[config.mk]
export PLATFORM = sky130hd
export DESIGN_NAME = keyed_id_frame_decoder_core
export DESIGN_NICKNAME = d
export VERILOG_FILES = /design/src/rtl/kidfd_pkg.sv /design/src/rtl/keyed_id_frame_decoder_core.sv
export VERILOG_INCLUDE_DIRS = /design/src /design/src/rtl
export SDC_FILE = /design/constraint.sdc
export NUM_CORES = 1
export LEC_CHECK = 0
export BUFFER_PORTS_ARGS = -buffer_cell sky130_fd_sc_hd__buf_2
export CAP_MARGIN = 25
export CORE_MARGIN = 8
export CORE_UTILIZATION = 67
export CTS_CLUSTER_SIZE = 10
export DETAILED_ROUTE_END_ITERATION = 7
export PLACE_DENSITY = 0.9
export SLEW_MARGIN = 0
export SYNTH_ARGS = -nofsm -noshare
export SYNTH_HDL_FRONTEND = slang
export SYNTH_SLANG_ARGS = --single-unit
[constraint.sdc]
create_clock -name clk -period 24.6 [get_ports clk]
set_clock_uncertainty 0.15 [all_clocks]
set_input_delay 3.69 -clock clk [delete_from_list [all_inputs] [get_ports clk]]
set_output_delay 3.69 -clock clk [all_outputs]
set_load 0.05 [all_outputs]
[src/rtl/keyed_id_frame_decoder_core_defines.svh]
// Assertion macros used by the decoder core RTL file.
`ifndef KEYED_ID_FRAME_DECODER_CORE_DEFINES_SVH
`define KEYED_ID_FRAME_DECODER_CORE_DEFINES_SVH

`ifndef SYNTHESIS
`define KIFD_ASSERT_NOW(lbl, ante, cons) \
  lbl: assert property (@(posedge clk) disable iff (rst) (ante) |-> (cons)) \
    else $error("keyed_id_frame_decoder_core: check failed");
`define KIFD_ASSERT_NEXT(lbl, ante, cons) \
  lbl: assert property (@(posedge clk) disable iff (rst) (ante) |=> (cons)) \
    else $error("keyed_id_frame_decoder_core: check failed");
`else
`define KIFD_ASSERT_NOW(lbl, ante, cons)
`define KIFD_ASSERT_NEXT(lbl, ante, cons)
`endif

`endif

[src/rtl/kidfd_pkg.sv]
package kidfd_pkg;

  localparam int MAX_AFFIX_DEFAULT = 8;
  localparam int CFG_INDEX_W       = 3;
  localparam int CFG_DATA_W        = 64;

  localparam logic [CFG_INDEX_W-1:0] REG_PREFIX_CHARS  = 3'd0;
  localparam logic [CFG_INDEX_W-1:0] REG_PREFIX_LENGTH = 3'd1;
  localparam logic [CFG_INDEX_W-1:0] REG_SUFFIX_CHARS  = 3'd2;
  localparam logic [CFG_INDEX_W-1:0] REG_SUFFIX_LENGTH = 3'd3;
  localparam logic [CFG_INDEX_W-1:0] REG_DECIMAL_MODE  = 3'd4;

  localparam logic OP_CHAR = 1'b0;
  localparam logic OP_END  = 1'b1;

  typedef struct packed {
    logic [63:0] acc;
    logic        stopped;
  } conv_t;

  function automatic logic [7:0] affix_byte(input logic [63:0] chars, input logic [2:0] k);
    return chars[8*k +: 8];
  endfunction

  function automatic conv_t convert_char(input conv_t cur, input logic [7:0] c,
                                         input logic dec);
    conv_t nxt;
    logic  is_dig;
    logic  is_alpha;
    nxt      = cur;
    is_dig   = (c >= 8'h30) && (c <= 8'h39);
    is_alpha = ((c >= 8'h61) && (c <= 8'h66)) || ((c >= 8'h41) && (c <= 8'h46));
    if (dec) begin
      nxt.acc = (cur.acc << 3) + (cur.acc << 1) + {60'd0, (is_dig ? c[3:0] : 4'd0)};
    end else if (!cur.stopped) begin
      if (is_dig) begin
        nxt.acc = {cur.acc[59:0], c[3:0]};
      end else if (is_alpha) begin
        nxt.acc = {cur.acc[59:0], 4'(c[3:0] + 4'd9)};
      end else begin
        nxt.stopped = 1'b1;
      end
    end
    return nxt;
  endfunction

endpackage

[src/rtl/keyed_id_frame_decoder_core.sv]
// Decodes a typed card-number frame: characters arrive one item each, then a
// frame-end item returns one result (accepted flag and 64-bit identifier).
// The prefix is checked as it arrives, the last suffix_length characters wait
// in a shift window, and each body character is converted as it leaves the
// window (on arrival if suffix_length is zero). All decode logic sits between
// the frame state registers and the result register, so an item is accepted
// on every cycle, except that a frame-end item is held off while the previous
// result sits untaken in the result register; characters are accepted even
// while a result waits. The result shows in the cycle after its frame-end item.
`include "keyed_id_frame_decoder_core_defines.svh"

module keyed_id_frame_decoder_core #(
  parameter int MAX_AFFIX = kidfd_pkg::MAX_AFFIX_DEFAULT
) (
  input  logic                              clk,
  input  logic                              rst,
  input  logic                              in_valid,
  output logic                              in_stall,
  input  logic                              op,
  input  logic [7:0]                        character,
  output logic                              out_valid,
  input  logic                              out_stall,
  output logic                              accepted,
  output logic [63:0]                       id_value,
  input  logic                              wr_en,
  input  logic [kidfd_pkg::CFG_INDEX_W-1:0] wr_index,
  input  logic [kidfd_pkg::CFG_DATA_W-1:0]  wr_data
);
  import kidfd_pkg::*;

  localparam int         FILL_W    = $clog2(MAX_AFFIX + 1);
  localparam int         WIN_IDX_W = (MAX_AFFIX > 1) ? $clog2(MAX_AFFIX) : 1;
  localparam logic [3:0] MAX_LEN   = 4'(MAX_AFFIX);

  logic [63:0] prefix_chars;
  logic [3:0]  prefix_length;
  logic [63:0] suffix_chars;
  logic [3:0]  suffix_length;
  logic        decimal_mode;

  logic [7:0]        frame_count;
  logic              prefix_ok;
  logic [7:0]        suffix_window [MAX_AFFIX];
  logic [FILL_W-1:0] window_fill;
  logic [63:0]       accumulator;
  logic              hex_stopped;

  logic [3:0]  p;
  logic [3:0]  s;
  logic        take_char;
  logic        take_end;
  logic        in_body;
  logic        fill_reached;
  logic        conv_en;
  logic [7:0]  conv_byte;
  conv_t       conv_next;
  logic        suffix_match;
  logic        frame_ok;

  assign p = (prefix_length > MAX_LEN) ? MAX_LEN : prefix_length;
  assign s = (suffix_length > MAX_LEN) ? MAX_LEN : suffix_length;

  assign in_stall  = out_valid && out_stall && (op == OP_END);
  assign take_char = in_valid && !in_stall && (op == OP_CHAR);
  assign take_end  = in_valid && !in_stall && (op == OP_END);

  assign in_body      = frame_count >= 8'(p);
  assign fill_reached = 5'(window_fill) >= 5'(s);

  always_comb begin
    conv_en   = 1'b0;
    conv_byte = character;
    if (take_char && in_body) begin
      if (s == 4'd0) begin
        conv_en = 1'b1;
      end else if (fill_reached) begin
        conv_en   = 1'b1;
        conv_byte = suffix_window[WIN_IDX_W'(s - 4'd1)];
      end
    end
    conv_next = convert_char({accumulator, hex_stopped}, conv_byte, decimal_mode);
  end

  always_comb begin
    suffix_match = 1'b1;
    for (int i = 0; i < MAX_AFFIX; i++) begin
      if ((4'(i) < s) &&
          (suffix_window[i] != affix_byte(suffix_chars, 3'(s - 4'(i) - 4'd1)))) begin
        suffix_match = 1'b0;
      end
    end
  end

  assign frame_ok = prefix_ok && (frame_count > (8'(p) + 8'(s))) && fill_reached &&
                    suffix_match;

  always_ff @(posedge clk) begin
    if (rst) begin
      prefix_chars  <= '0;
      prefix_length <= '0;
      suffix_chars  <= '0;
      suffix_length <= '0;
      decimal_mode  <= 1'b0;
    end else if (wr_en) begin
      case (wr_index)
        REG_PREFIX_CHARS:  prefix_chars  <= wr_data;
        REG_PREFIX_LENGTH: prefix_length <= wr_data[3:0];
        REG_SUFFIX_CHARS:  suffix_chars  <= wr_data;
        REG_SUFFIX_LENGTH: suffix_length <= wr_data[3:0];
        REG_DECIMAL_MODE:  decimal_mode  <= wr_data[0];
        default: ;
      endcase
    end
  end

  always_ff @(posedge clk) begin
    if (rst) begin
      frame_count <= '0;
      prefix_ok   <= 1'b1;
      window_fill <= '0;
      accumulator <= '0;
      hex_stopped <= 1'b0;
    end else if (take_end) begin
      frame_count <= '0;
      prefix_ok   <= 1'b1;
      window_fill <= '0;
      accumulator <= '0;
      hex_stopped <= 1'b0;
    end else if (take_char) begin
      if (frame_count != 8'hff) begin
        frame_count <= frame_count + 8'd1;
      end
      if (!in_body && (character != affix_byte(prefix_chars, frame_count[2:0]))) begin
        prefix_ok <= 1'b0;
      end
      if (conv_en) begin
        accumulator <= conv_next.acc;
        hex_stopped <= conv_next.stopped;
      end
      if (in_body && (s != 4'd0) && (window_fill != FILL_W'(MAX_AFFIX))) begin
        window_fill <= window_fill + FILL_W'(1);
      end
    end
  end

  always_ff @(posedge clk) begin
    if (take_char && in_body && (s != 4'd0)) begin
      for (int i = MAX_AFFIX - 1; i > 0; i--) begin
        suffix_window[i] <= suffix_window[i-1];
      end
      suffix_window[0] <= character;
    end
  end

  always_ff @(posedge clk) begin
    if (rst) begin
      out_valid <= 1'b0;
    end else if (take_end) begin
      out_valid <= 1'b1;
    end else if (!out_stall) begin
      out_valid <= 1'b0;
    end
  end

  always_ff @(posedge clk) begin
    if (take_end) begin
      accepted <= frame_ok;
      id_value <= frame_ok ? accumulator : 64'd0;
    end
  end

  `KIFD_ASSERT_NEXT(a_end_gives_result, take_end, out_valid)
  `KIFD_ASSERT_NEXT(a_end_clears_frame, take_end,
                    (frame_count == 8'd0) && prefix_ok && (window_fill == '0))
  `KIFD_ASSERT_NOW(a_rejected_is_zero, out_valid && !accepted, id_value == 64'd0)
  `KIFD_ASSERT_NOW(a_stall_needs_result, in_stall, out_valid && out_stall)
  `KIFD_ASSERT_NOW(a_fill_bound, 1'b1, 5'(window_fill) <= 5'(MAX_AFFIX))

endmodule

==> results.py <==
metrics = {
    "power_and_ir_drop": {
        "p_per_area_mw_per_mm2": 53.3,
        "ir_drop_v": 0.0000566,
        "power_leakage_nw": 9.86,
    },
    "floorplanning": {
        "dieArea_mm2": 0.0399,
        "die_x_um": 200,
        "core-area_mm2": 0.0334,
        "rows": 67,
        "start_util_pct": 67.8,
        "io_pins": 148,
        "die-height_um": 200,
    },
    "route": {
        "wirelength_mm": 66.1,
        "num_vias": 20000,
        "firstDrtPassIters": 7,
        "avgRoutedWirePerCell_um": 22.2,
        "drt-initial-drc-count": 2096,
        "drcViolationCount": 0,
        "postRouteAntennaNets": 0,
        "via_per_inst": 6.73,
    },
    "clocking": {
        "cts-hold-fix-buffers": 0,
        "cts.sinks": 345,
        "cts_resized": 0,
        "cts_buffer_depth": 3,
        "cts_tree": "built",
        "htree_levels": 2,
        "cts_buffers": 41,
        "clockRootBuffer": "clkbuf_16",
        "cts_setup_buffers": 0,
        "clk_pin_slew_worst_paths_ps": 60,
        "clk_latency_ps": 570,
    },
    "placement": {
        "dpl-instance-area_mm2": 0.0235,
        "dpl_worst_slack_ps": 13570,
        "dp_cells": 2906,
        "gp_routability_congestion": 0.996,
        "dp_hpwl_mm": 47.9,
        "io_buffers": 147,
    },
    "setup_path": {
        "cpMaxStageDelayCell": "o31ai_1",
        "start_kind": "input pin",
        "cp-end-kind": "flop",
        "crit_top_cell": "a21oi_1",
        "path_buf_inv": 3,
        "arrival_ps": 11000,
        "regToRegStartpoint": "suffix_length[0]$_SDFFE_PP0P_",
        "r2r_setup_slack_ps": 15170,
        "r2r.worst_path.cells": 28,
        "r2r_end": "accumulator[62]$_SDFFE_PP0P_",
        "worst-path-max-fanout": 9,
        "critPathTopFamily": "compound AO/OA/AOI/OAI gates",
        "worstPathRequired_ps": 24900,
        "crit_type": "in2reg",
        "worst_path_largest_cell_delay_ps": 680,
    },
    "cells_and_area": {
        "stdcell_count": 2973,
        "post-route-cell-area_mm2": 0.0248,
        "fill_cells": 2356,
        "fin_util_pct": 74.2,
        "layout-drive-gt1-share_pct": 13.4,
        "final_nets": 2735,
        "n_antenna_cell": 0,
        "areaGrowthSynthToFinish_pct": 9.54,
    },
    "global_route": {
        "grt_pass1_vias": 19200,
        "grt_usage_pct": 32.7,
        "antenna_found_initial": 0,
        "overflow": 0,
        "grt_pass1_wl_mm": 104,
        "grt_max_degree": 104,
    },
    "sta": {
        "fin_crit_sh_pct": 43.5,
        "rsz0062_at_grt": "false",
        "tightest_slew_ps": 1020,
        "report.final.setup_viol": 0,
        "final_hold_viol_count": 0,
        "period_needed_ps": 10690,
        "relSlewSlack_pct": 32.2,
        "slew_viol_final": 0,
        "fin_tns_setup_ps": 0,
        "max_freq_mhz": 93.5,
        "finalWorstSetupSlack_ps": 13910,
    },
    "yosys": {
        "postSynthNetCount": 2683,
        "synth-warning-count": 0,
        "ys_seq_area_share_pct": 36.3,
        "synth_cells": 2450,
        "ys_ff_latch": 345,
        "yosys_most_used_dff": "dfxtp_1",
        "async_reset_ff_share_pct": 0,
        "syn-cell-area_mm2": 0.0226,
        "synth_cell_types": 74,
        "syn_avg_cell_area_um2": 9.23,
        "synth_edf_count": 129,
    },
    "hold_path": {
        "hold_end": "prefix_ok$_SDFFE_PP1P_",
        "hp-class": "reg2reg",
        "whs_path_depth": 2,
        "worst_hold_startpoint": "prefix_ok$_SDFFE_PP1P_",
    },
    "run": {
        "maxCapViolations": 0,
    },
    "status": {
        "outcome": "completed",
    },
}
==> flip-flops by register name, indices dropped and copies added (netlist names) <==
| register | count |
|---|---|
| decimal_mode | 1 |
| window_fill | 4 |
| prefix_ok | 1 |
| frame_count | 8 |
| id_value | 64 |
| suffix_length | 4 |
| accumulator | 64 |
| suffix_window | 64 |
| prefix_length | 4 |
| out_valid | 1 |
| accepted | 1 |
| hex_stopped | 1 |
| prefix_chars | 64 |
| suffix_chars | 64 |
==> Yosys cell counts (15+ instances only) <==
library cell	count	area (µm²)
xor2_1	85	744
nand2_1	405	1520
ha_1	149	1860
o21ai_0	91	455
mux2i_1	132	1320
a21oi_1	246	1230
nand2b_1	17	106
o22ai_1	15	93.8
buf_2	25	125
nor3_1	17	85.1
xnor2_1	83	727
a211oi_1	49	368
a31oi_1	17	106
clkbuf_1	106	398
nand3_1	34	170
nand4_1	37	231
dfxtp_1	216	4320
o21bai_1	16	120
buf_1	29	109
a21o_1	28	210
a22oi_1	55	413
mux4_2	75	1690
inv_1	34	128
edfxtp_1	129	3870
nor2_1	176	661
==> final cells by class <==
cell class / instances / area, µm² / share of cell area (%)
inverters: 38 / 145 / 0.586
repair buffers: 175 / 1010 / 4.08
well taps: 448 / 561 / 2.26
clock inverters: 1 / 8.76 / 0.0354
multi-input cells: 1901 / 13600 / 55.1
flip-flops and latches: 345 / 8200 / 33.1
clock buffers: 65 / 1200 / 4.84
==> worst register-to-register path, delay by kind of cell, from the launching register on <==
kind | cells | cell delay, ps
adders and majority gates | 4 | 1420
AOI/OAI and AO/OA | 13 | 4840
and+or+nand+nor | 8 | 1390
DFF | 1 | 800
buffers and inverters | 3 | 740
==> report_power, final <==
part	internal, mW	switching, mW	total [mW]
clock network	0.330	0.229	0.560
registers	0.604	0.0116	0.615
logic	0.0463	0.0981	0.144
==> worst max path at each step <==
stage	cells past startpoint	end	slack [ps]	start
floorplan	26	accumulator[62]$_SDFFE_PP0P_	13900	in_valid
global placement	26	accumulator[62]$_SDFFE_PP0P_	13890	in_valid
global route	26	accumulator[62]$_SDFFE_PP0P_	13370	in_valid
finish	26	accumulator[62]$_SDFFE_PP0P_	13910	in_valid
detailed placement	26	accumulator[62]$_SDFFE_PP0P_	13570	in_valid
CTS	26	accumulator[62]$_SDFFE_PP0P_	14090	in_valid
==> per-layer routing <==
layer	GRT usage [%]	vias up	share of wire, %
met4	17.1	0	5.0
met1	41.6	9477	38
li1	-	9043	-
met2	53.3	1272	47
met5	0	-	0
met3	5.46	227	9.6
==> layout by cell type, fill, tap and decap left out, types with 75 or more instances in the layout <==
master    instances
nand2_1         404
ha_1            149
edfxtp_1        129
o21ai_0          91
nor2_1          173
buf_2           146
mux4_2           75
mux2i_1         132
xor2_1           85
dfxtp_1         215
a21oi_1         245
xnor2_1          82
==> logic make-up after synthesis <==
family	after synthesis	synth area share, %
AO/OA/AOI/OAI	596	16.3
multiplexers	210	13.5
buffers and inverters	204	3.72
adder cells (fa/ha/maj)	152	8.51
XOR/XNOR	170	6.68
AND/OR/NAND/NOR	773	15.1
flip-flops	345	36.3
==> stage by stage <==
step / total power [mW] / hold WS [ps]
2_1_floorplan: 0.723 / 273
3_3_place_gp: 0.762 / 281
3_5_place_dp: 0.767 / 286
4_1_cts: 1.32 / 294
5_1_grt: 1.35 / 323
6_report: 1.32 / 298
Note: power is estimated with default switching activity, not from simulation.
